[config.mk]
export PLATFORM = sky130hd
export DESIGN_NAME = thermal_level_classifier_flat
export DESIGN_NICKNAME = d
export VERILOG_FILES = /design/src/design/tlc_pkg.sv /design/src/design/tlc_if.sv /design/src/design/tlc_cfg_regs.sv /design/src/design/tlc_level.sv /design/src/design/tlc_datapath.sv /design/src/design/thermal_level_classifier.sv /design/src/flat_wrapper.sv
export SDC_FILE = /design/constraint.sdc
export NUM_CORES = 1
export LEC_CHECK = 0
export ABC_AREA = 1
export BUFFER_PORTS_ARGS = -buffer_cell sky130_fd_sc_hd__buf_2
export CAP_MARGIN = 10
export CORE_ASPECT_RATIO = 0.75
export CORE_MARGIN = 10
export CORE_UTILIZATION = 50
export CTS_CLUSTER_SIZE = 30
export DETAILED_ROUTE_END_ITERATION = 6
export PLACE_DENSITY_LB_ADDON = 0.2
export SLEW_MARGIN = 30
export SYNTH_ARGS = -nofsm -noshare
export SYNTH_HDL_FRONTEND = slang
export SYNTH_SLANG_ARGS = --single-unit
[constraint.sdc]
create_clock -name i_clk -period 8.1 [get_ports i_clk]
set_clock_uncertainty 0.2 [all_clocks]
set_input_delay 0.405 -clock i_clk [delete_from_list [all_inputs] [get_ports i_clk]]
set_output_delay 0.405 -clock i_clk [all_outputs]
set_load 0.005 [all_outputs]
[src/design/tlc_pkg.sv]
package tlc_pkg;

    localparam int RAW_W          = 16;
    localparam int MAG_W          = 15;
    localparam int MC_W           = 18;
    localparam int TENTHS_W       = 12;
    localparam int DEG_W          = 8;
    localparam int LEVEL_W        = 2;
    localparam int THR_W          = 12;
    localparam int BAND_W         = 8;
    localparam int THRESHOLD_REGS = 4;
    localparam int CFG_IDX_W      = 3;
    localparam int CFG_DATA_W     = THR_W;

    // millidegrees = mag * 1000 / 128, tenths = mag * 10 / 128, degrees = mag / 128
    localparam int MC_SCALE     = 1000;
    localparam int TENTHS_SCALE = 10;
    localparam int FRAC_SHIFT   = 7;
    localparam int MC_PROD_W    = MAG_W + 10;
    localparam int TENTHS_PROD_W = MAG_W + 4;

    localparam logic [THR_W-1:0]  THR0_RST = 12'd0;
    localparam logic [THR_W-1:0]  THR1_RST = 12'd560;
    localparam logic [THR_W-1:0]  THR2_RST = 12'd600;
    localparam logic [THR_W-1:0]  THR3_RST = 12'd670;
    localparam logic [BAND_W-1:0] BAND_RST = 8'd30;

    typedef enum logic [CFG_IDX_W-1:0] {
        CFG_THR0 = 3'd0,
        CFG_THR1 = 3'd1,
        CFG_THR2 = 3'd2,
        CFG_THR3 = 3'd3,
        CFG_BAND = 3'd4
    } t_cfg_idx;

    typedef struct packed {
        logic [THRESHOLD_REGS-1:0][THR_W-1:0] thr;
        logic [BAND_W-1:0]                    band;
    } t_cfg;

endpackage

[src/design/tlc_if.sv]
interface tlc_in_if;
    logic                               valid;
    logic                               ready;
    logic signed [tlc_pkg::RAW_W-1:0]   raw_sample;
    logic                               read_failed;

    modport source (output valid, output raw_sample, output read_failed, input ready);
    modport sink   (input valid, input raw_sample, input read_failed, output ready);
endinterface

interface tlc_out_if;
    logic                               valid;
    logic                               ready;
    logic [tlc_pkg::MC_W-1:0]           temp_millidegrees;
    logic [tlc_pkg::TENTHS_W-1:0]       temp_tenths;
    logic [tlc_pkg::LEVEL_W-1:0]        throttle_level;

    modport source (output valid, output temp_millidegrees, output temp_tenths,
                    output throttle_level, input ready);
    modport sink   (input valid, input temp_millidegrees, input temp_tenths,
                    input throttle_level, output ready);
endinterface

interface tlc_cfg_if;
    logic                               valid;
    logic                               ready;
    logic [tlc_pkg::CFG_IDX_W-1:0]      index;
    logic [tlc_pkg::CFG_DATA_W-1:0]     data;

    modport source (output valid, output index, output data, input ready);
    modport sink   (input valid, input index, input data, output ready);
endinterface

[src/design/tlc_cfg_regs.sv]
module tlc_cfg_regs (
    input  logic                           i_clk,
    input  logic                           i_rst_n,
    input  logic                           i_wr_valid,
    output logic                           o_wr_ready,
    input  logic [tlc_pkg::CFG_IDX_W-1:0]  i_wr_index,
    input  logic [tlc_pkg::CFG_DATA_W-1:0] i_wr_data,
    output tlc_pkg::t_cfg                  o_cfg
);
    import tlc_pkg::*;

    t_cfg r_cfg;
    t_cfg n_cfg;

    assign o_wr_ready = 1'b1;
    assign o_cfg      = r_cfg;

    always_comb begin
        n_cfg = r_cfg;
        if (i_wr_valid) begin
            case (t_cfg_idx'(i_wr_index))
                CFG_THR0: n_cfg.thr[0] = i_wr_data[THR_W-1:0];
                CFG_THR1: n_cfg.thr[1] = i_wr_data[THR_W-1:0];
                CFG_THR2: n_cfg.thr[2] = i_wr_data[THR_W-1:0];
                CFG_THR3: n_cfg.thr[3] = i_wr_data[THR_W-1:0];
                CFG_BAND: n_cfg.band   = i_wr_data[BAND_W-1:0];
                default:  n_cfg       = r_cfg;   // drop writes to unknown indexes
            endcase
        end
    end

    always_ff @(posedge i_clk) begin
        if (!i_rst_n) begin
            r_cfg.thr[0] <= THR0_RST;
            r_cfg.thr[1] <= THR1_RST;
            r_cfg.thr[2] <= THR2_RST;
            r_cfg.thr[3] <= THR3_RST;
            r_cfg.band   <= BAND_RST;
        end else begin
            r_cfg <= n_cfg;
        end
    end

endmodule

[src/design/tlc_level.sv]
module tlc_level #(
    parameter int LEVEL_COUNT = 4
) (
    input  logic [tlc_pkg::TENTHS_W-1:0] i_tenths,
    input  logic                         i_rising,
    input  tlc_pkg::t_cfg                i_cfg,
    output logic [tlc_pkg::LEVEL_W-1:0]  o_level
);
    import tlc_pkg::*;

    localparam int USED = (LEVEL_COUNT < THRESHOLD_REGS) ? LEVEL_COUNT : THRESHOLD_REGS;
    localparam int CMP_W = THR_W + 2;

    logic signed [CMP_W-1:0] band_s;
    logic signed [CMP_W-1:0] tenths_s;

    assign band_s   = i_rising ? '0 : $signed({{(CMP_W-BAND_W){1'b0}}, i_cfg.band});
    assign tenths_s = $signed({{(CMP_W-TENTHS_W){1'b0}}, i_tenths});

    // highest-indexed met threshold wins; when not rising, a threshold below the band is always met
    always_comb begin
        logic signed [CMP_W-1:0] limit;
        limit   = '0;
        o_level = '0;
        for (int i = 0; i < USED; i++) begin
            limit = $signed({{(CMP_W-THR_W){1'b0}}, i_cfg.thr[i]}) - band_s;
            if (tenths_s >= limit) begin
                o_level = LEVEL_W'(i);
            end
        end
    end

endmodule

[src/design/tlc_datapath.sv]
module tlc_datapath #(
    parameter int LEVEL_COUNT = 4
) (
    input  logic                             i_clk,
    input  logic                             i_rst_n,
    input  tlc_pkg::t_cfg                    i_cfg,
    input  logic                             i_in_valid,
    output logic                             o_in_ready,
    input  logic signed [tlc_pkg::RAW_W-1:0] i_raw_sample,
    input  logic                             i_read_failed,
    output logic                             o_out_valid,
    input  logic                             i_out_ready,
    output logic [tlc_pkg::MC_W-1:0]         o_temp_millidegrees,
    output logic [tlc_pkg::TENTHS_W-1:0]     o_temp_tenths,
    output logic [tlc_pkg::LEVEL_W-1:0]      o_throttle_level
);
    import tlc_pkg::*;

    // input stage
    logic                     r_in_valid;
    logic signed [RAW_W-1:0]  r_in_raw;
    logic                     r_in_failed;

    // state: last sample magnitude and last reported value
    logic [MAG_W-1:0]         r_last_mag;
    logic [DEG_W-1:0]         r_rep_deg;
    logic [TENTHS_W-1:0]      r_rep_tenths;

    // result stage
    logic                     r_out_valid;
    logic [MC_W-1:0]          r_out_mc;
    logic [TENTHS_W-1:0]      r_out_tenths;
    logic [LEVEL_W-1:0]       r_out_level;

    logic [MAG_W-1:0]         n_mag;
    logic [MAG_W-1:0]         cur_mag;
    logic [MC_PROD_W-1:0]     mc_prod;
    logic [TENTHS_PROD_W-1:0] tenths_prod;
    logic [MC_W-1:0]          cur_mc;
    logic [TENTHS_W-1:0]      cur_tenths;
    logic [DEG_W-1:0]         cur_deg;
    logic                     emit;
    logic                     rising;
    logic [LEVEL_W-1:0]       level;
    logic                     out_free;
    logic                     stage_done;
    logic                     in_fire;

    // clear the mode bit; a negative reading clamps to zero
    assign n_mag = r_in_raw[RAW_W-1] ? '0 : {r_in_raw[MAG_W-1:1], 1'b0};
    assign cur_mag = r_in_failed ? r_last_mag : n_mag;

    assign mc_prod     = MC_PROD_W'(cur_mag) * MC_PROD_W'(MC_SCALE);
    assign tenths_prod = TENTHS_PROD_W'(cur_mag) * TENTHS_PROD_W'(TENTHS_SCALE);
    assign cur_mc      = mc_prod[FRAC_SHIFT +: MC_W];
    assign cur_tenths  = tenths_prod[FRAC_SHIFT +: TENTHS_W];
    assign cur_deg     = cur_mag[FRAC_SHIFT +: DEG_W];

    assign emit   = (cur_deg != r_rep_deg);
    assign rising = (cur_tenths > r_rep_tenths);

    tlc_level #(
        .LEVEL_COUNT (LEVEL_COUNT)
    ) u_level (
        .i_tenths (cur_tenths),
        .i_rising (rising),
        .i_cfg    (i_cfg),
        .o_level  (level)
    );

    assign out_free   = !r_out_valid || i_out_ready;
    assign stage_done = r_in_valid && (!emit || out_free);
    assign o_in_ready = !r_in_valid || stage_done;
    assign in_fire    = i_in_valid && o_in_ready;

    always_ff @(posedge i_clk) begin
        if (!i_rst_n) begin
            r_in_valid <= 1'b0;
        end else if (in_fire) begin
            r_in_valid <= 1'b1;
        end else if (stage_done) begin
            r_in_valid <= 1'b0;
        end
    end

    always_ff @(posedge i_clk) begin
        if (in_fire) begin
            r_in_raw    <= i_raw_sample;
            r_in_failed <= i_read_failed;
        end
    end

    always_ff @(posedge i_clk) begin
        if (!i_rst_n) begin
            r_last_mag   <= '0;
            r_rep_deg    <= '0;
            r_rep_tenths <= '0;
        end else if (stage_done) begin
            r_last_mag <= cur_mag;
            if (emit) begin
                r_rep_deg    <= cur_deg;
                r_rep_tenths <= cur_tenths;
            end
        end
    end

    always_ff @(posedge i_clk) begin
        if (!i_rst_n) begin
            r_out_valid <= 1'b0;
        end else if (stage_done && emit) begin
            r_out_valid <= 1'b1;
        end else if (i_out_ready) begin
            r_out_valid <= 1'b0;
        end
    end

    always_ff @(posedge i_clk) begin
        if (stage_done && emit) begin
            r_out_mc     <= cur_mc;
            r_out_tenths <= cur_tenths;
            r_out_level  <= level;
        end
    end

    assign o_out_valid         = r_out_valid;
    assign o_temp_millidegrees = r_out_mc;
    assign o_temp_tenths       = r_out_tenths;
    assign o_throttle_level    = r_out_level;

endmodule

[src/design/thermal_level_classifier.sv]
// A result comes from its sample transaction through the input register, then the
//   result register; a sample that repeats the reported whole degree yields none.
// Throughput: one sample per cycle while the output is not stalled; the result register and input register each
//   take a new item in the cycle the downstream side drains them.
// Reset (synchronous, active low): thresholds 0/560/600/670, band 30, stored
//   reading and reported temperature zero, both pipeline stages empty.
module thermal_level_classifier #(
    parameter int LEVEL_COUNT = 4
) (
    input  logic       i_clk,
    input  logic       i_rst_n,
    tlc_in_if.sink     i_in,
    tlc_out_if.source  o_out,
    tlc_cfg_if.sink    i_cfg
);
    import tlc_pkg::*;

    t_cfg cfg;

    tlc_cfg_regs u_cfg_regs (
        .i_clk      (i_clk),
        .i_rst_n    (i_rst_n),
        .i_wr_valid (i_cfg.valid),
        .o_wr_ready (i_cfg.ready),
        .i_wr_index (i_cfg.index),
        .i_wr_data  (i_cfg.data),
        .o_cfg      (cfg)
    );

    tlc_datapath #(
        .LEVEL_COUNT (LEVEL_COUNT)
    ) u_datapath (
        .i_clk               (i_clk),
        .i_rst_n             (i_rst_n),
        .i_cfg               (cfg),
        .i_in_valid          (i_in.valid),
        .o_in_ready          (i_in.ready),
        .i_raw_sample        (i_in.raw_sample),
        .i_read_failed       (i_in.read_failed),
        .o_out_valid         (o_out.valid),
        .i_out_ready         (o_out.ready),
        .o_temp_millidegrees (o_out.temp_millidegrees),
        .o_temp_tenths       (o_out.temp_tenths),
        .o_throttle_level    (o_out.throttle_level)
    );

endmodule

[src/flat_wrapper.sv]
// flat-port wrapper written by rule: the top's interface ports become plain ports
module thermal_level_classifier_flat import tlc_pkg::*;
#(
    parameter int LEVEL_COUNT = 4
)
  (i_clk, i_rst_n, i_in_valid, i_in_raw_sample, i_in_read_failed, i_in_ready, o_out_valid, o_out_temp_millidegrees, o_out_temp_tenths, o_out_throttle_level, o_out_ready, i_cfg_valid, i_cfg_index, i_cfg_data, i_cfg_ready);
  tlc_in_if i_in_i ();
  tlc_out_if o_out_i ();
  tlc_cfg_if i_cfg_i ();
  input  logic i_clk;
  input  logic i_rst_n;
  input wire logic [$bits(i_in_i.valid)-1:0] i_in_valid;
  input wire logic [$bits(i_in_i.raw_sample)-1:0] i_in_raw_sample;
  input wire logic [$bits(i_in_i.read_failed)-1:0] i_in_read_failed;
  output wire logic [$bits(i_in_i.ready)-1:0] i_in_ready;
  output wire logic [$bits(o_out_i.valid)-1:0] o_out_valid;
  output wire logic [$bits(o_out_i.temp_millidegrees)-1:0] o_out_temp_millidegrees;
  output wire logic [$bits(o_out_i.temp_tenths)-1:0] o_out_temp_tenths;
  output wire logic [$bits(o_out_i.throttle_level)-1:0] o_out_throttle_level;
  input wire logic [$bits(o_out_i.ready)-1:0] o_out_ready;
  input wire logic [$bits(i_cfg_i.valid)-1:0] i_cfg_valid;
  input wire logic [$bits(i_cfg_i.index)-1:0] i_cfg_index;
  input wire logic [$bits(i_cfg_i.data)-1:0] i_cfg_data;
  output wire logic [$bits(i_cfg_i.ready)-1:0] i_cfg_ready;
  assign i_in_i.valid = i_in_valid;
  assign i_in_i.raw_sample = i_in_raw_sample;
  assign i_in_i.read_failed = i_in_read_failed;
  assign i_in_ready = i_in_i.ready;
  assign o_out_valid = o_out_i.valid;
  assign o_out_temp_millidegrees = o_out_i.temp_millidegrees;
  assign o_out_temp_tenths = o_out_i.temp_tenths;
  assign o_out_throttle_level = o_out_i.throttle_level;
  assign o_out_i.ready = o_out_ready;
  assign i_cfg_i.valid = i_cfg_valid;
  assign i_cfg_i.index = i_cfg_index;
  assign i_cfg_i.data = i_cfg_data;
  assign i_cfg_ready = i_cfg_i.ready;
  thermal_level_classifier #(.LEVEL_COUNT(LEVEL_COUNT)) u_core (.i_clk(i_clk), .i_rst_n(i_rst_n), .i_in(i_in_i), .o_out(o_out_i), .i_cfg(i_cfg_i));
endmodule
; After elaboration in Yosys (flattened, before gate mapping)
; Cells that the tools add are included.
[classes]
addsub = 3
n_mul = 2
n_lt_le_gt_ge = 4
eq_ne = 5
mux = 9
n_reduce_logical = 17
[op_table]
columns = op, count
row1 = 13-bit by 14-bit >= comparator with 1-bit output, 3
row2 = 12-bit by 8-bit subtractor with 13-bit output, 3
row3 = 15-bit two-way mux, 2
row4 = 15-bit by 7-bit multiplier with 22-bit output (second input constant), 1
row5 = 15-bit by 3-bit multiplier with 18-bit output (second input constant), 1
row6 = 12-bit greater-than comparator, 1
row7 = 2-bit AND reduction, 5
row8 = 8-bit two-way mux, 1
row9 = 8-bit != test, 1
row10 = 3-bit by 2-bit equality test with 1-bit output (second input constant), 2
row11 = 1-bit two-way mux, 6
row12 = 2-bit nonzero test, 2
row13 = 3-bit by 1-bit equality test with 1-bit output (second input constant), 1
row14 = 3-bit equality test (second input constant), 1
row15 = 1-bit logical AND, 3
row16 = 1-bit zero test, 3
row17 = 1-bit logical OR, 3
row18 = 2-bit OR reduction, 1
[totals]
regBits = 130
input_bits = 37
out_inout_bits = 35
elab_cells = 55

; Longest topological paths before layout
; Gate-level depths: netlist (run 1).
[depth]
ltp_word = 9
mapped_depth = 42
mapped_depth_nobuf = 42

; By module
; From an unflattened synthesis (run 1), not the netlist that was laid out.
[hier_totals]
hier_cells = 1527
area_unflattened_um2 = 11633.7
[by_module_without_submodules]
columns = module, n_inst, cells_per_inst, area_per_inst_um2, seq_area_each_um2
row1 = tlc_datapath, 1, 851, 7080.5, 2182.1
row2 = tlc_level, 1, 359, 2293.4, 0.0
row3 = tlc_cfg_regs, 1, 317, 2259.7, 1121.1

; Worst setup path after synthesis (run 1)
; OpenSTA, ideal clock, no wires.
[synth_timing]
path_type = reg-to-reg
startpoint = register u_core.u_datapath.r_in_failed
endpoint = register u_core.u_datapath.r_out_level[1], in the netlist u_core.u_datapath.o_throttle_level[1] (data pin)
arrival_time_ns = 5.649
setup_slack_ns = 1.993
stages_incl_launch_ff = 38
path_buffers = 2
synth_period_minus_slack_ns = 6.107
path_cell_list = edfxtp_1 -> buf_4 -> buf_6 -> a22oi_1 -> inv_1 -> nor2_1 -> nor2_1 -> ha_1 -> nand2_1 -> nor2_1 -> nand3b_1 -> nand2_1 -> nand2_1 -> a21oi_1 -> ha_1 -> nand2_1 -> nor2_1 -> a211oi_1 -> (+2 left out) -> nand2_1 -> ha_1 -> nand2_1 -> o21bai_1 -> inv_1 -> o21ai_0 -> nand2_1 -> nand4_1 -> nand2_1 -> ha_1 -> nand2_1 -> nor2_1 -> a211oi_1 -> nand2_1 -> nand2_1 -> nand2_1 -> nor2_1 -> nand2_1
[synth_via]
elab_chain_cells = 7
word_cells_on_any_way = 9
cone_classes = add/sub (2) / mul (1) / order compare (3) / mux (2) / reduce/logical (1)
[synth_lines]
columns = element, line
row1 = from (decl), tlc_datapath.sv:22  ; logic r_in_failed;
row2 = from (signal assigned), tlc_datapath.sv:89  ; r_in_failed <= i_read_failed;
row3 = 15-bit two-way mux *, tlc_datapath.sv:51  ; assign cur_mag = r_in_failed ? r_last_mag : n_mag;
row4 = via u_core.u_datapath.cur_mag[4], tlc_datapath.sv:36  ; logic [MAG_W-1:0] cur_mag;
row5 = 15-bit by 3-bit multiplier with 18-bit output *, tlc_datapath.sv:54  ; assign tenths_prod = TENTHS_PROD_W'(cur_mag) * TENTHS_PROD_W'(TENTHS_SCALE);
row6 = via u_core.u_datapath.tenths_prod[18], tlc_datapath.sv:38  ; logic [TENTHS_PROD_W-1:0] tenths_prod;
row7 = 12-bit greater-than comparator, tlc_datapath.sv:60  ; assign rising = (cur_tenths > r_rep_tenths);
row8 = 8-bit two-way mux, tlc_level.sv:17  ; assign band_s = i_rising ? '0 : $signed({{(CMP_W-BAND_W){1'b0}}, i_cfg.band});
row9 = 12-bit by 8-bit subtractor with 13-bit output, tlc_level.sv:26  ; limit = $signed({{(CMP_W-THR_W){1'b0}}, i_cfg.thr[i]}) - band_s;
row10 = 13-bit by 14-bit >= comparator with 1-bit output, tlc_level.sv:27  ; if (tenths_s >= limit) begin
row11 = 2-bit OR reduction (no source line) *, n/a
row12 = to (signal assigned), tlc_datapath.sv:121  ; r_out_level <= level;
row13 = to (decl), tlc_datapath.sv:33  ; logic [LEVEL_W-1:0] r_out_level;
; The timed path passes the listed nets; every way through them passes the cells marked *.
; A chain may end at the register's enable or synchronous reset.

; Final worst setup path (run 1)
[layout_timing]
startpoint = register u_core.u_datapath.r_in_failed
endpoint = register u_core.u_datapath.r_out_level[1], in the netlist u_core.u_datapath.o_throttle_level[1] (data pin)
[layout_via]
elab_chain_cells = 7
word_cells_on_any_way = 9
cone_classes = add/sub (2) / mul (1) / order compare (3) / mux (2) / reduce/logical (1)
[layout_lines]
columns = element, line
row1 = 15-bit two-way mux *, tlc_datapath.sv:51
row2 = 15-bit by 3-bit multiplier with 18-bit output *, tlc_datapath.sv:54
row3 = via u_core.u_datapath.tenths_prod[11], tlc_datapath.sv:38
row4 = 12-bit greater-than comparator, tlc_datapath.sv:60
row5 = 8-bit two-way mux, tlc_level.sv:17
row6 = 12-bit by 8-bit subtractor with 13-bit output, tlc_level.sv:26
row7 = 13-bit by 14-bit >= comparator with 1-bit output, tlc_level.sv:27
row8 = 2-bit OR reduction (no source line) *, n/a
; Marked as above.

==> results.tsv, run 1 <==
stage	metric	value	unit
logic_synthesis	yosysTopAreaCell	ha_1	
critical_path	reg2reg_from	u_core.u_datapath.r_in_failed$_DFFE_PP_	
detailed_routing	wl	27.3	mm
layout	area_growth	14.7	%
sta	rsz0062_at_grt	no	
sta	fmax	135	MHz
logic_synthesis	synth-seq-cells	129	
global_routing	grt-ovfl-total	0	
outcome	status	finished clean	
layout	drive_gt1_frac	0.0991	
floorplanning	start_util	0.516	
sta	period_needed	7.42	ns
floorplanning	fp.dieH	146	um
critical_path	crit_path_top_delay_cell	a22oi_1	
sta	finalHoldViolations	0	
cts	cts_tree	done	
sta	slew_headroom	0.444	
placement	place_ws	0.880	ns
logic_synthesis	netlist_top_cells_area	ha_1, dfxtp_1, edfxtp_1	
flow_run	drv_cap	0	
sta	fin_setup_tns	0	ns
detailed_routing	drc	0	
sta	finalSetupViolations	0	
logic_synthesis	yosysWarnings	0	
critical_path	crit_required	8.08	ns
power_and_ir_drop	power.total	3.43	mW
floorplanning	coreArea	0.0205	sq mm
cts	numCtsBuffers	17	
hold_path	worstHoldPathType	in2reg	
detailed_routing	dr.pass1.iters	6	
sta	tightest_slew	0.831	ns
critical_path	max_stage_delay	0.66	ns
logic_synthesis	synthesis.nets	1606	
layout	final_core_util	0.592	
detailed_routing	antenna_left	0	
placement	globalplace.congestion	0.881	
cts	clkTransAtPathRegs	0.06	ns
floorplanning	fp-row-count	45	
power_and_ir_drop	powerDensity	283	mW/mm^2
floorplanning	fp.dieW	188	um
critical_path	crit_end	u_core.u_datapath.o_throttle_level[1]$_SDFFCE_PP1P_	
power_and_ir_drop	ir_worst_vdd	0.148	mV
global_routing	grt_pass1_vias	8593	
sta	layout_setup_ws	0.681	ns
logic_synthesis	syn_area_per_cell	7.62	sq um
detailed_routing	num_vias	9375	
logic_synthesis	yosysTopAreaCellShare	0.160	
cts	clockRootBuffer	clkbuf_16	
global_routing	antenna_found_initial	0	
placement	io_buffer_count	69	
detailed_routing	drt_iter0_drc	896	
sta	slew_viol_final	0	
layout	antennaDiodeCount	0	
global_routing	grt_max_degree	77	
floorplanning	ios	72	
cts	clockBufferDepth	2	
critical_path	path_max_fanout	20	
critical_path	criticalPathCategory	reg2reg	
detailed_routing	wl_per_cell	15.2	um
critical_path	rr_endpoint	u_core.u_datapath.o_throttle_level[1]$_SDFFCE_PP1P_	
floorplanning	die_area	0.0274	sq mm
detailed_routing	viasPerCell	5.22	
critical_path	critPathCaptureType	flip-flop	
sta	period_share	0.916	
critical_path	worstPathArrival	7.39	ns
cts	htree_levels	4	
logic_synthesis	syn_inst	1388	
critical_path	reg2reg_depth	37	
power_and_ir_drop	p_leak	6.33	nW
cts	clk_latency	0.43	ns
logic_synthesis	synth_area	0.0106	sq mm
critical_path	critPathLaunchType	flip-flop	
placement	dp_hpwl	21.2	mm
cts	cts_num_sinks	129	
logic_synthesis	synth_cell_type_count	44	
global_routing	track_usage	0.198	
logic_synthesis	seq_area_frac_synth	0.290	
layout	nets	1718	
critical_path	crit_path_frequent_cell	nand2_1	
critical_path	startpoint	u_core.u_datapath.r_in_failed$_DFFE_PP_	
global_routing	grt_pass1_wl	44.4	mm
critical_path	r2r_slack	0.68	ns
## registers in the layout, indices dropped and copies added, names as in the netlist
name	count
u_core.u_datapath.o_out_valid	1
u_core.u_datapath.r_rep_tenths	12
u_core.u_datapath.o_temp_millidegrees	18
u_core.u_datapath.o_throttle_level	2
u_core.u_datapath.r_rep_deg	8
u_core.u_datapath.r_last_mag	15
u_core.u_datapath.o_temp_tenths	12
u_core.u_cfg_regs.o_cfg	44
u_core.u_datapath.r_in_valid	1
u_core.u_datapath.r_in_failed	1
u_core.u_datapath.r_in_raw	15
## placed cells by master, fill, tap and decap left out, drive strengths merged, types with 15 or more instances in the layout
cell type,Yosys,routed
a21oi,81,81
edfxtp,48,48
inv,190,195
xnor2,15,15
o21ai,44,44
dlygate4sd3,0,16
dfxtp,81,81
ha,135,135
fa,46,46
nor2,173,173
nand3,78,78
nand2,346,346
xor2,38,38
clkbuf,12,18
nand4,18,18
buf,14,103
## cells by family after synthesis
kind of cell | count (synthesis) | share of synthesized area
flip-flops | 129 | 0.290
adder cells (fa/ha/maj) | 181 | 0.247
other | 1 | 0.000355
buffers and inverters | 218 | 0.0809
AO/OA/AOI/OAI | 177 | 0.0966
AND/OR/NAND/NOR | 629 | 0.242
XOR/XNOR | 53 | 0.0439
## cell usage after synthesis, drive strengths merged
library cell / count
a21o: 6
o211ai: 6
dfxtp: 81
o21a: 2
nand3: 78
ha: 135
nor3: 8
a221oi: 1
nand4: 18
buf: 14
xnor2: 15
o31ai: 1
a21boi: 1
and3: 1
clkinv: 2
conb: 1
o21bai: 13
nand3b: 2
a22oi: 6
nand2: 346
inv: 190
nor2: 173
a31o: 5
or2: 2
a21oi: 81
fa: 46
o21ai: 44
clkbuf: 12
a211oi: 6
a31oi: 5
xor2: 38
and2: 1
edfxtp: 48
## layout make-up
cell class	count	area, sq um
Fill cell	1918	8370
Multi-Input combinational cell	1041	6670
Sequential cell	129	3060
Timing Repair Buffer	119	761
Inverter	192	721
Clock buffer	18	429
Tap cell	282	353
Clock inverter	14	131
## repair_timing
action	4_1_cts	5_1_grt
resized for setup	0	0
hold buffers	16	0
buffers inserted	0	0
endpoints found under the hold margin	16	0
setup endpoints to repair	0	0
## power breakdown
group / leakage, nW / switching (mW) / internal [mW]
clock: 0.281 / 0.324 / 0.427
sequential: 1.12 / 0.0258 / 0.796
combinational: 4.93 / 1.14 / 0.716
## critical path: cells and delay by family (launching register included)
kind                     cells  cell delay (ns)
AND/OR/NAND/NOR             20             2.12
AO/OA/AOI/OAI                7             1.56
adder cells (fa/ha/maj)      5             1.35
XOR/XNOR                     2             0.85
buffers and inverters        3             0.66
flip-flops                   1             0.40
## routing by layer
layer  routed length [um]  global-route usage  vias up  share of wire
li1                     -                   -     4739              -
met1                14300               0.316     4285           0.52
met2                10400               0.254      334           0.38
met3                 2430              0.0500       17          0.089
met4                  184              0.0335        0         0.0067
met5                    0                   0        -              0
## worst min path at each step
stage,start,endpoint,cells past startpoint
after floorplan,u_core.u_cfg_regs.o_cfg[1]$_SDFFE_PN1P_,u_core.u_cfg_regs.o_cfg[1]$_SDFFE_PN1P_,2
after global placement,u_core.u_cfg_regs.o_cfg[44]$_SDFFE_PN0P_,u_core.u_cfg_regs.o_cfg[44]$_SDFFE_PN0P_,2
after detailed placement,u_core.u_cfg_regs.o_cfg[3]$_SDFFE_PN1P_,u_core.u_cfg_regs.o_cfg[3]$_SDFFE_PN1P_,2
after CTS,i_cfg_data[2],u_core.u_cfg_regs.o_cfg[46]$_SDFFE_PN1P_,3
after global routing,i_in_valid,u_core.u_datapath.r_in_valid$_SDFFE_PN0P_,3
final,i_cfg_data[3],u_core.u_cfg_regs.o_cfg[35]$_SDFFE_PN1P_,3
## through the flow
stage / cell area [sq um] / hold WS (ns) / instances
after CTS: 12100 / 0.0173 / 1795
after global placement: 11400 / 0.250 / 1747
after detailed placement: 11400 / 0.258 / 1747
after global routing: 12100 / 0.0351 / 1795
after floorplan: 10600 / 0.229 / 1388
final: 12100 / 0.0276 / 1795
Note: power is estimated with default switching activity, not from simulation.
==> inputs of run 2 (changes only) <==
Settings changed: ABC_AREA 1 to unset.
==> run 2 against run 1 <==
Against the previous run: register-to-register slack got worse by 0.22 ns; count of clock-buffer cells in the layout increased by 4; worst hold slack got worse by 0.014 ns; routed wire length down 4.8%; clock power rose by 11%; die area is 2.4% lower; combinational power fell by 28%; setup slack worse by 0.22 ns; total power shrank 13%; cell area fell by 0.81%; sequential power decreased by 2%; sequential share of layout area is 0.21 points higher; highest routed layer unchanged.
==> results.tsv, run 2 <==
stage	metric	value	unit	change
detailed_routing	highest_layer	met4		
layout	layout_commonest_cell	ha_1		
critical_path	crit_required	8.07	ns	about the same
power_and_ir_drop	powerDensity	247	mW/mm^2	-13%
power_and_ir_drop	ir_worst_vdd	0.124	mV	-17%
global_routing	grt_pass1_vias	7902		-8.0%
floorplanning	start_util	0.509		-0.00711
logic_synthesis	synth-seq-cells	129		unchanged
placement	dp_hpwl	19.7	mm	-7.0%
cts	htree_levels	4		unchanged
sta	period_share	0.943		+0.0272
logic_synthesis	yosysMostFrequentCell	ha_1		
critical_path	worstPathArrival	7.61	ns	+0.22 ns
logic_synthesis	synth_common_cells	ha_1, nand2_1, a21oi_1		
cts	clockRootBuffer	clkbuf_16		
sta	fin_setup_tns	0	ns	unchanged
placement	globalplace.congestion	0.878		-0.34%
logic_synthesis	seq_area_frac_synth	0.298		+0.00814
detailed_routing	antenna_left	0		unchanged
logic_synthesis	yosysWarnings	0		unchanged
critical_path	criticalPathCategory	reg2reg		
logic_synthesis	synth_edf_count	48		unchanged
sta	rsz0062_at_grt	no		
power_and_ir_drop	power_frac_comb	0.450		-0.091
detailed_routing	viasPerCell	5.72		+9.5%
layout	area_growth	16.9	%	
detailed_routing	dr.pass1.iters	5		-1
floorplanning	fp-row-count	45		unchanged
placement	place_ws	0.279	ns	-0.602 ns
sta	slew_headroom	0.382		-0.0617
cts	clockBufferDepth	2		unchanged
hold_path	worstHoldPathType	in2reg		
detailed_routing	met3_length	1.84	mm	-24%
cts	cts_tree	done		
sta	slew_viol_final	0		unchanged
logic_synthesis	synthesis.nets	1329		-17%
logic_synthesis	syn_inst	1111		-20%
outcome	status	finished clean		
global_routing	grt_pass1_wl	41.3	mm	-7.0%
sta	finalSetupViolations	0		unchanged
layout	largest_reg_flops	44		unchanged
sta	tightest_slew	0.923	ns	+0.0922 ns
logic_synthesis	yosysTopAreaCell	ha_1		
layout	drive_gt1_frac	0.149		+0.0502
critical_path	crit_path_top_delay_cell	edfxtp_1		
layout	antennaDiodeCount	0		unchanged
critical_path	reg2reg_from	u_core.u_datapath.r_in_failed$_DFFE_PP_		
power_and_ir_drop	p_int	1.86	mW	-4.1%
flow_run	drv_cap	0		unchanged
critical_path	max_stage_delay	0.55	ns	-0.11 ns
global_routing	grt-ovfl-total	0		unchanged
detailed_routing	wl_per_cell	17.4	um	+14%
critical_path	path_max_fanout	5		-75%
floorplanning	coreArea	0.0202	sq mm	-1.4%
power_and_ir_drop	p_sw_frac	0.374		-0.0601
cts	cts_num_sinks	129		unchanged
global_routing	track_usage	0.194		-0.00326
detailed_routing	drt_iter0_drc	684		-24%
sta	fmax	131	MHz	-2.9%
logic_synthesis	netlist_top_cells_area	ha_1, dfxtp_1, edfxtp_1		
detailed_routing	routed-wl-met2	10.5	mm	+0.61%
critical_path	startpoint	u_core.u_datapath.r_in_failed$_DFFE_PP_		
global_routing	antenna_found_initial	0		unchanged
cts	clk_latency	0.43	ns	about the same
detailed_routing	num_vias	8564		-8.7%
power_and_ir_drop	p_sw	1.11	mW	-25%
sta	fin_hold_ws	0.0133	ns	-0.0143 ns
logic_synthesis	synth_area	0.0103	sq mm	-2.7%
critical_path	critPathLaunchType	flip-flop		
sta	finalHoldViolations	0		unchanged
critical_path	critPathCaptureType	flip-flop		
global_routing	grt_max_degree	59		-23%
detailed_routing	wl	26.0	mm	-4.8%
logic_synthesis	postSynth.asyncResetShare	0		unchanged
floorplanning	ios	72		unchanged
layout	final_cell_mix	ha_1, nand2_1, a21oi_1		
floorplanning	fp.dieH	144	um	-1.2%
floorplanning	die_area	0.0268	sq mm	-2.4%
power_and_ir_drop	p_seq_frac	0.271		+0.031
floorplanning	fp.dieW	186	um	-1.2%
logic_synthesis	synth_cell_type_count	74		+68%
power_and_ir_drop	p_clk_frac	0.279		+0.060
power_and_ir_drop	p_leak	5.41	nW	-15%
sta	period_needed	7.64	ns	+0.220 ns
sta	layout_setup_ws	0.460	ns	-0.220 ns
placement	io_buffer_count	69		unchanged
cts	clkTransAtPathRegs	0.06	ns	about the same
detailed_routing	wl_met1	13.5	mm	-5.5%
logic_synthesis	yosysTopAreaCellShare	0.164		+0.00449
logic_synthesis	syn_area_per_cell	9.26	sq um	+22%
critical_path	crit_path_frequent_cell	ha_1		
cts	numCtsBuffers	17		unchanged
detailed_routing	drc	0		unchanged
layout	nets	1444		-16%
logic_synthesis	synthFlopType	dfxtp_1		
hold_path	min_from	i_in_valid		
## run 2: changes by cell type after synthesis, moves of 13 or more
cell and change:
a21oi_1 +18, xnor2_1 +38, nor3_1 +13, nor2_1 -102, a311oi_1 +16, a21o_1 +16, nand2_1 -217, inv_1 -106
nand3_1 -38
## run 2: area by class of cell
class,instances,area [sq um]
Clock buffer,22,518
Fill cell,1770,8190
Inverter,83,312
Tap cell,258,323
Sequential cell,129,3060
Timing Repair Buffer,131,876
Clock inverter,10,119
Multi-Input combinational cell,864,6810
## run 2: power groups by stage
| stage | registers (mW) | logic (mW) | clock network [mW] |
|---|---|---|---|
| floorplan | 0.811 | 0.946 | 0 |
| global placement | 0.813 | 1.27 | 0 |
| detailed placement | 0.815 | 1.30 | 0 |
| CTS | 0.802 | 1.32 | 0.836 |
| global route | 0.809 | 1.50 | 0.866 |
| finish | 0.803 | 1.34 | 0.830 |
## run 2: what timing repair did
item	CTS	global route
buffers inserted	0	3
endpoints found under the setup margin	0	2
gates resized for setup	0	20
hold buffers	16	0
hold endpoints to repair	16	0
## run 2: cell families (layout without fill, tap and decap cells)
group,count (synthesis),count (layout),synth area share
compound gates,267,267,0.176
xor+xnor,83,83,0.0714
fa+ha+maj,181,181,0.254
buf+inv,119,246,0.0482
flops,129,129,0.298
mux,3,3,0.00292
other cells,1,1,0.000365
simple gates,328,329,0.150
## run 2: critical path: cells and delay by family (launching register included)
family,cells,cell delay [ns]
AO/OA/AOI/OAI,13,2.83
adder cells (fa/ha/maj),5,1.45
AND/OR/NAND/NOR,6,1.27
flip-flops,1,0.55
buffers and inverters,4,0.52
XOR/XNOR,3,0.52
## run 2: stage by stage
step	area, sq um	total power [mW]	std cells	utilization
final	12000	2.97	1497	0.595
after detailed placement	11100	2.11	1445	0.550
after global routing	12000	3.18	1497	0.595
after CTS	11900	2.95	1493	0.589
after floorplan	10300	1.76	1111	-
after global placement	11100	2.08	1445	0.549
## run 2: per-layer routing
metal / track usage / up-vias
met2: 0.267 / 254
met3: 0.0421 / 16
li1: - / 4193
met1: 0.301 / 4101
met4: 0.0377 / 0
met5: 0 / -
## run 2: worst paths after layout
| check | end | slack [ns] | depth (start not counted) |
|---|---|---|---|
| max | u_core.u_datapath.o_throttle_level[1]$_SDFFCE_PP1P_ | 0.46 | 31 |
| min | u_core.u_datapath.r_in_valid$_SDFFE_PN0P_ | 0.01 | 3 |
| min reg2reg | u_core.u_cfg_regs.o_cfg[44]$_SDFFE_PN0P_ | 0.25 | 2 |
| max reg2reg | u_core.u_datapath.o_throttle_level[1]$_SDFFCE_PP1P_ | 0.46 | 31 |
==> inputs of run 3 (changes only) <==
--- a/config.mk
+++ b/config.mk
@@ -15,2 +15,3 @@
 export PLACE_DENSITY_LB_ADDON = 0.2
+export REMOVE_ABC_BUFFERS = 1
 export SLEW_MARGIN = 30
==> constraint.sdc (replaced) <==
create_clock -name i_clk -period 8.1 [get_ports i_clk]
set_clock_uncertainty 0.2 [all_clocks]
set_input_delay 1.215 -clock i_clk [delete_from_list [all_inputs] [get_ports i_clk]]
set_output_delay 1.215 -clock i_clk [all_outputs]
set_load 0.005 [all_outputs]
==> run 3 against run 2 <==
Against the previous run: sequential share of layout area grew 0.27 points; maximum frequency decreased by 0.51%; combinational power about the same; critical path depth grew 2; clock power shrank 5.5%; routed wire length shrank 1.8%; worst hold slack improved by 0.24 ns; die area is the same; non-clock buffer count fell by 6.
==> results.tsv, run 3 (synthesis results as in run 2) <==
stage	metric	value	unit	change
critical_path	worst-path-buf-inv	5		+1
floorplanning	fp.dieW	186	um	unchanged
sta	tightest_slew	0.950	ns	+0.0274 ns
placement	globalplace.congestion	0.898		+2.3%
floorplanning	start_util	0.509		unchanged
sta	period_needed	7.68	ns	+0.0392 ns
layout	design_area	0.0119	sq mm	-1.1%
detailed_routing	antenna_left	0		unchanged
cts	numCtsBuffers	17		unchanged
placement	place_area	0.0111	sq mm	+0.27%
layout	drive_gt1_frac	0.157		+0.00734
hold_path	worstHoldPathType	reg2reg		
placement	dp_hpwl	19.4	mm	-1.6%
detailed_routing	num_vias	8414		-1.8%
global_routing	track_usage	0.197		+0.00306
power_and_ir_drop	powerDensity	246	mW/mm^2	-0.24%
cts	cts_hold_buf	0		-16
global_routing	grt_max_degree	59		unchanged
cts	clkTransAtPathRegs	0.06	ns	about the same
floorplanning	fp-row-count	45		unchanged
global_routing	grt-ovfl-total	0		unchanged
cts	clockBufferDepth	2		unchanged
cts	cts_tree	done		
layout	final_cells	1490		-0.47%
critical_path	critPathCaptureType	flip-flop		
floorplanning	ios	72		unchanged
floorplanning	die_area	0.0268	sq mm	unchanged
sta	slew_viol_final	0		unchanged
outcome	status	finished clean		
sta	slew_headroom	0.366		-0.0160
critical_path	critPathLaunchType	flip-flop		
sta	period_share	0.948		+0.00484
detailed_routing	viasPerCell	5.65		-1.3%
sta	finalHoldViolations	0		unchanged
placement	dp.cells	1450		+0.35%
global_routing	grt_pass1_wl	41.9	mm	+1.4%
layout	final_cell_mix	ha_1, nand2_1, a21oi_1		
global_routing	grtUsageMet1	0.303		+0.00222
flow_run	drv_cap	0		unchanged
critical_path	crit_path_top_delay_cell	or3_4		
sta	fin_setup_tns	0	ns	unchanged
cts	clockRootBuffer	clkbuf_16		
critical_path	path_delay_family	compound AO/OA/AOI/OAI gates		
sta	fmax	130	MHz	-0.51%
critical_path	path_max_fanout	10		+5
cts	clk_latency	0.43	ns	about the same
layout	nets	1437		-0.48%
layout	largest_reg_flops	44		unchanged
cts	htree_levels	4		unchanged
power_and_ir_drop	ir_worst_vdd	0.194	mV	+57%
layout	nFillCells	1763		-0.40%
critical_path	criticalPathCategory	reg2reg		
critical_path	max_stage_delay	0.44	ns	-0.11 ns
detailed_routing	drt_iter0_drc	615		-10%
power_and_ir_drop	p_leak	5.37	nW	-0.84%
floorplanning	coreArea	0.0202	sq mm	unchanged
layout	antennaDiodeCount	0		unchanged
floorplanning	fp.dieH	144	um	unchanged
global_routing	antenna_found_initial	0		unchanged
global_routing	grt_busiest_layer	met1		
detailed_routing	dr.pass1.iters	6		+1
cts	cts_num_sinks	129		unchanged
detailed_routing	drc	0		unchanged
critical_path	worstPathArrival	7.64	ns	+0.03 ns
global_routing	met3_usage	0.0454		+0.00326
global_routing	grt_pass1_vias	8010		+1.4%
layout	area_growth	15.7	%	
global_routing	use_met2	0.270		+0.00343
detailed_routing	wl_per_cell	17.1	um	-1.3%
detailed_routing	wl	25.5	mm	-1.8%
sta	finalSetupViolations	0		unchanged
placement	io_buffer_count	69		unchanged
critical_path	crit_required	8.06	ns	about the same
layout	layout_commonest_cell	ha_1		
==> run 3: changes by cell type in the layout (fill, tap and decap cells not counted), sizes merged <==
cell / change
dlygate4sd3: -16
buf: +10
clkbuf: +2
inv: -2
bufinv: -1
clkinvlp: +1
nor2: -1
==> run 3: stage by stage <==
step | power [mW] | worst slack (ns) | hold slack, ns | util
after floorplan | 1.75 | 0.277 | 0.232 | -
after global placement | 2.08 | 0.249 | 0.243 | 0.551
after detailed placement | 2.11 | 0.112 | 0.248 | 0.551
after CTS | 2.91 | 0.0110 | 0.255 | 0.581
after global routing | 3.15 | -0.0505 | 0.274 | 0.589
final | 2.93 | 0.421 | 0.255 | 0.589
==> run 3: worst reg2reg max path, delay by kind of cell, from the launching register on <==
family	cells	cell delay, ns
AO/OA/AOI/OAI	16	3.41
XOR/XNOR	3	0.48
adder cells (fa/ha/maj)	5	1.38
buffers and inverters	5	0.66
flip-flops	1	0.39
AND/OR/NAND/NOR	4	0.89
==> run 3: where the power goes <==
group | switching, mW | leakage, nW | internal [mW]
Clock | 0.302 | 0.297 | 0.482
Sequential | 0.0324 | 1.12 | 0.769
Combinational | 0.767 | 3.95 | 0.579
==> run 3: cell type report <==
cell class              instances  area, sq um  share of cell area
flip-flops and latches        129         3060               0.258
well taps                     258          323              0.0271
clock buffers                  24          524              0.0441
clock inverters                 8         72.6             0.00610
inverters                      83          315              0.0265
multi-input cells             863         6810               0.572
repair buffers                125          791              0.0665
==> run 3: repair_timing <==
item | 4_1_cts | 5_1_grt
hold endpoints to repair | 0 | 0
pin swaps | 1 | 2
endpoints found under the setup margin | 1 | 2
buffers inserted | 0 | 8
resized for setup | 0 | 22
cloned | 0 | 0
==> run 3: final timing paths <==
path / slack [ns] / cells after the start / end / start
min reg2reg: 0.26 / 2 / u_core.u_cfg_regs.o_cfg[20]$_SDFFE_PN0P_ / u_core.u_cfg_regs.o_cfg[20]$_SDFFE_PN0P_
min: 0.26 / 2 / u_core.u_cfg_regs.o_cfg[20]$_SDFFE_PN0P_ / u_core.u_cfg_regs.o_cfg[20]$_SDFFE_PN0P_
max: 0.42 / 33 / u_core.u_datapath.o_throttle_level[0]$_SDFFCE_PP1P_ / u_core.u_datapath.r_in_failed$_DFFE_PP_
max reg2reg: 0.42 / 33 / u_core.u_datapath.o_throttle_level[0]$_SDFFCE_PP1P_ / u_core.u_datapath.r_in_failed$_DFFE_PP_
==> run 3: layer usage <==
layer / vias to the layer above / part of all wire
met1: 3997 / 0.53
met2: 217 / 0.40
li1: 4176 / -
met5: - / 0
met3: 24 / 0.063
met4: 0 / 0.0085
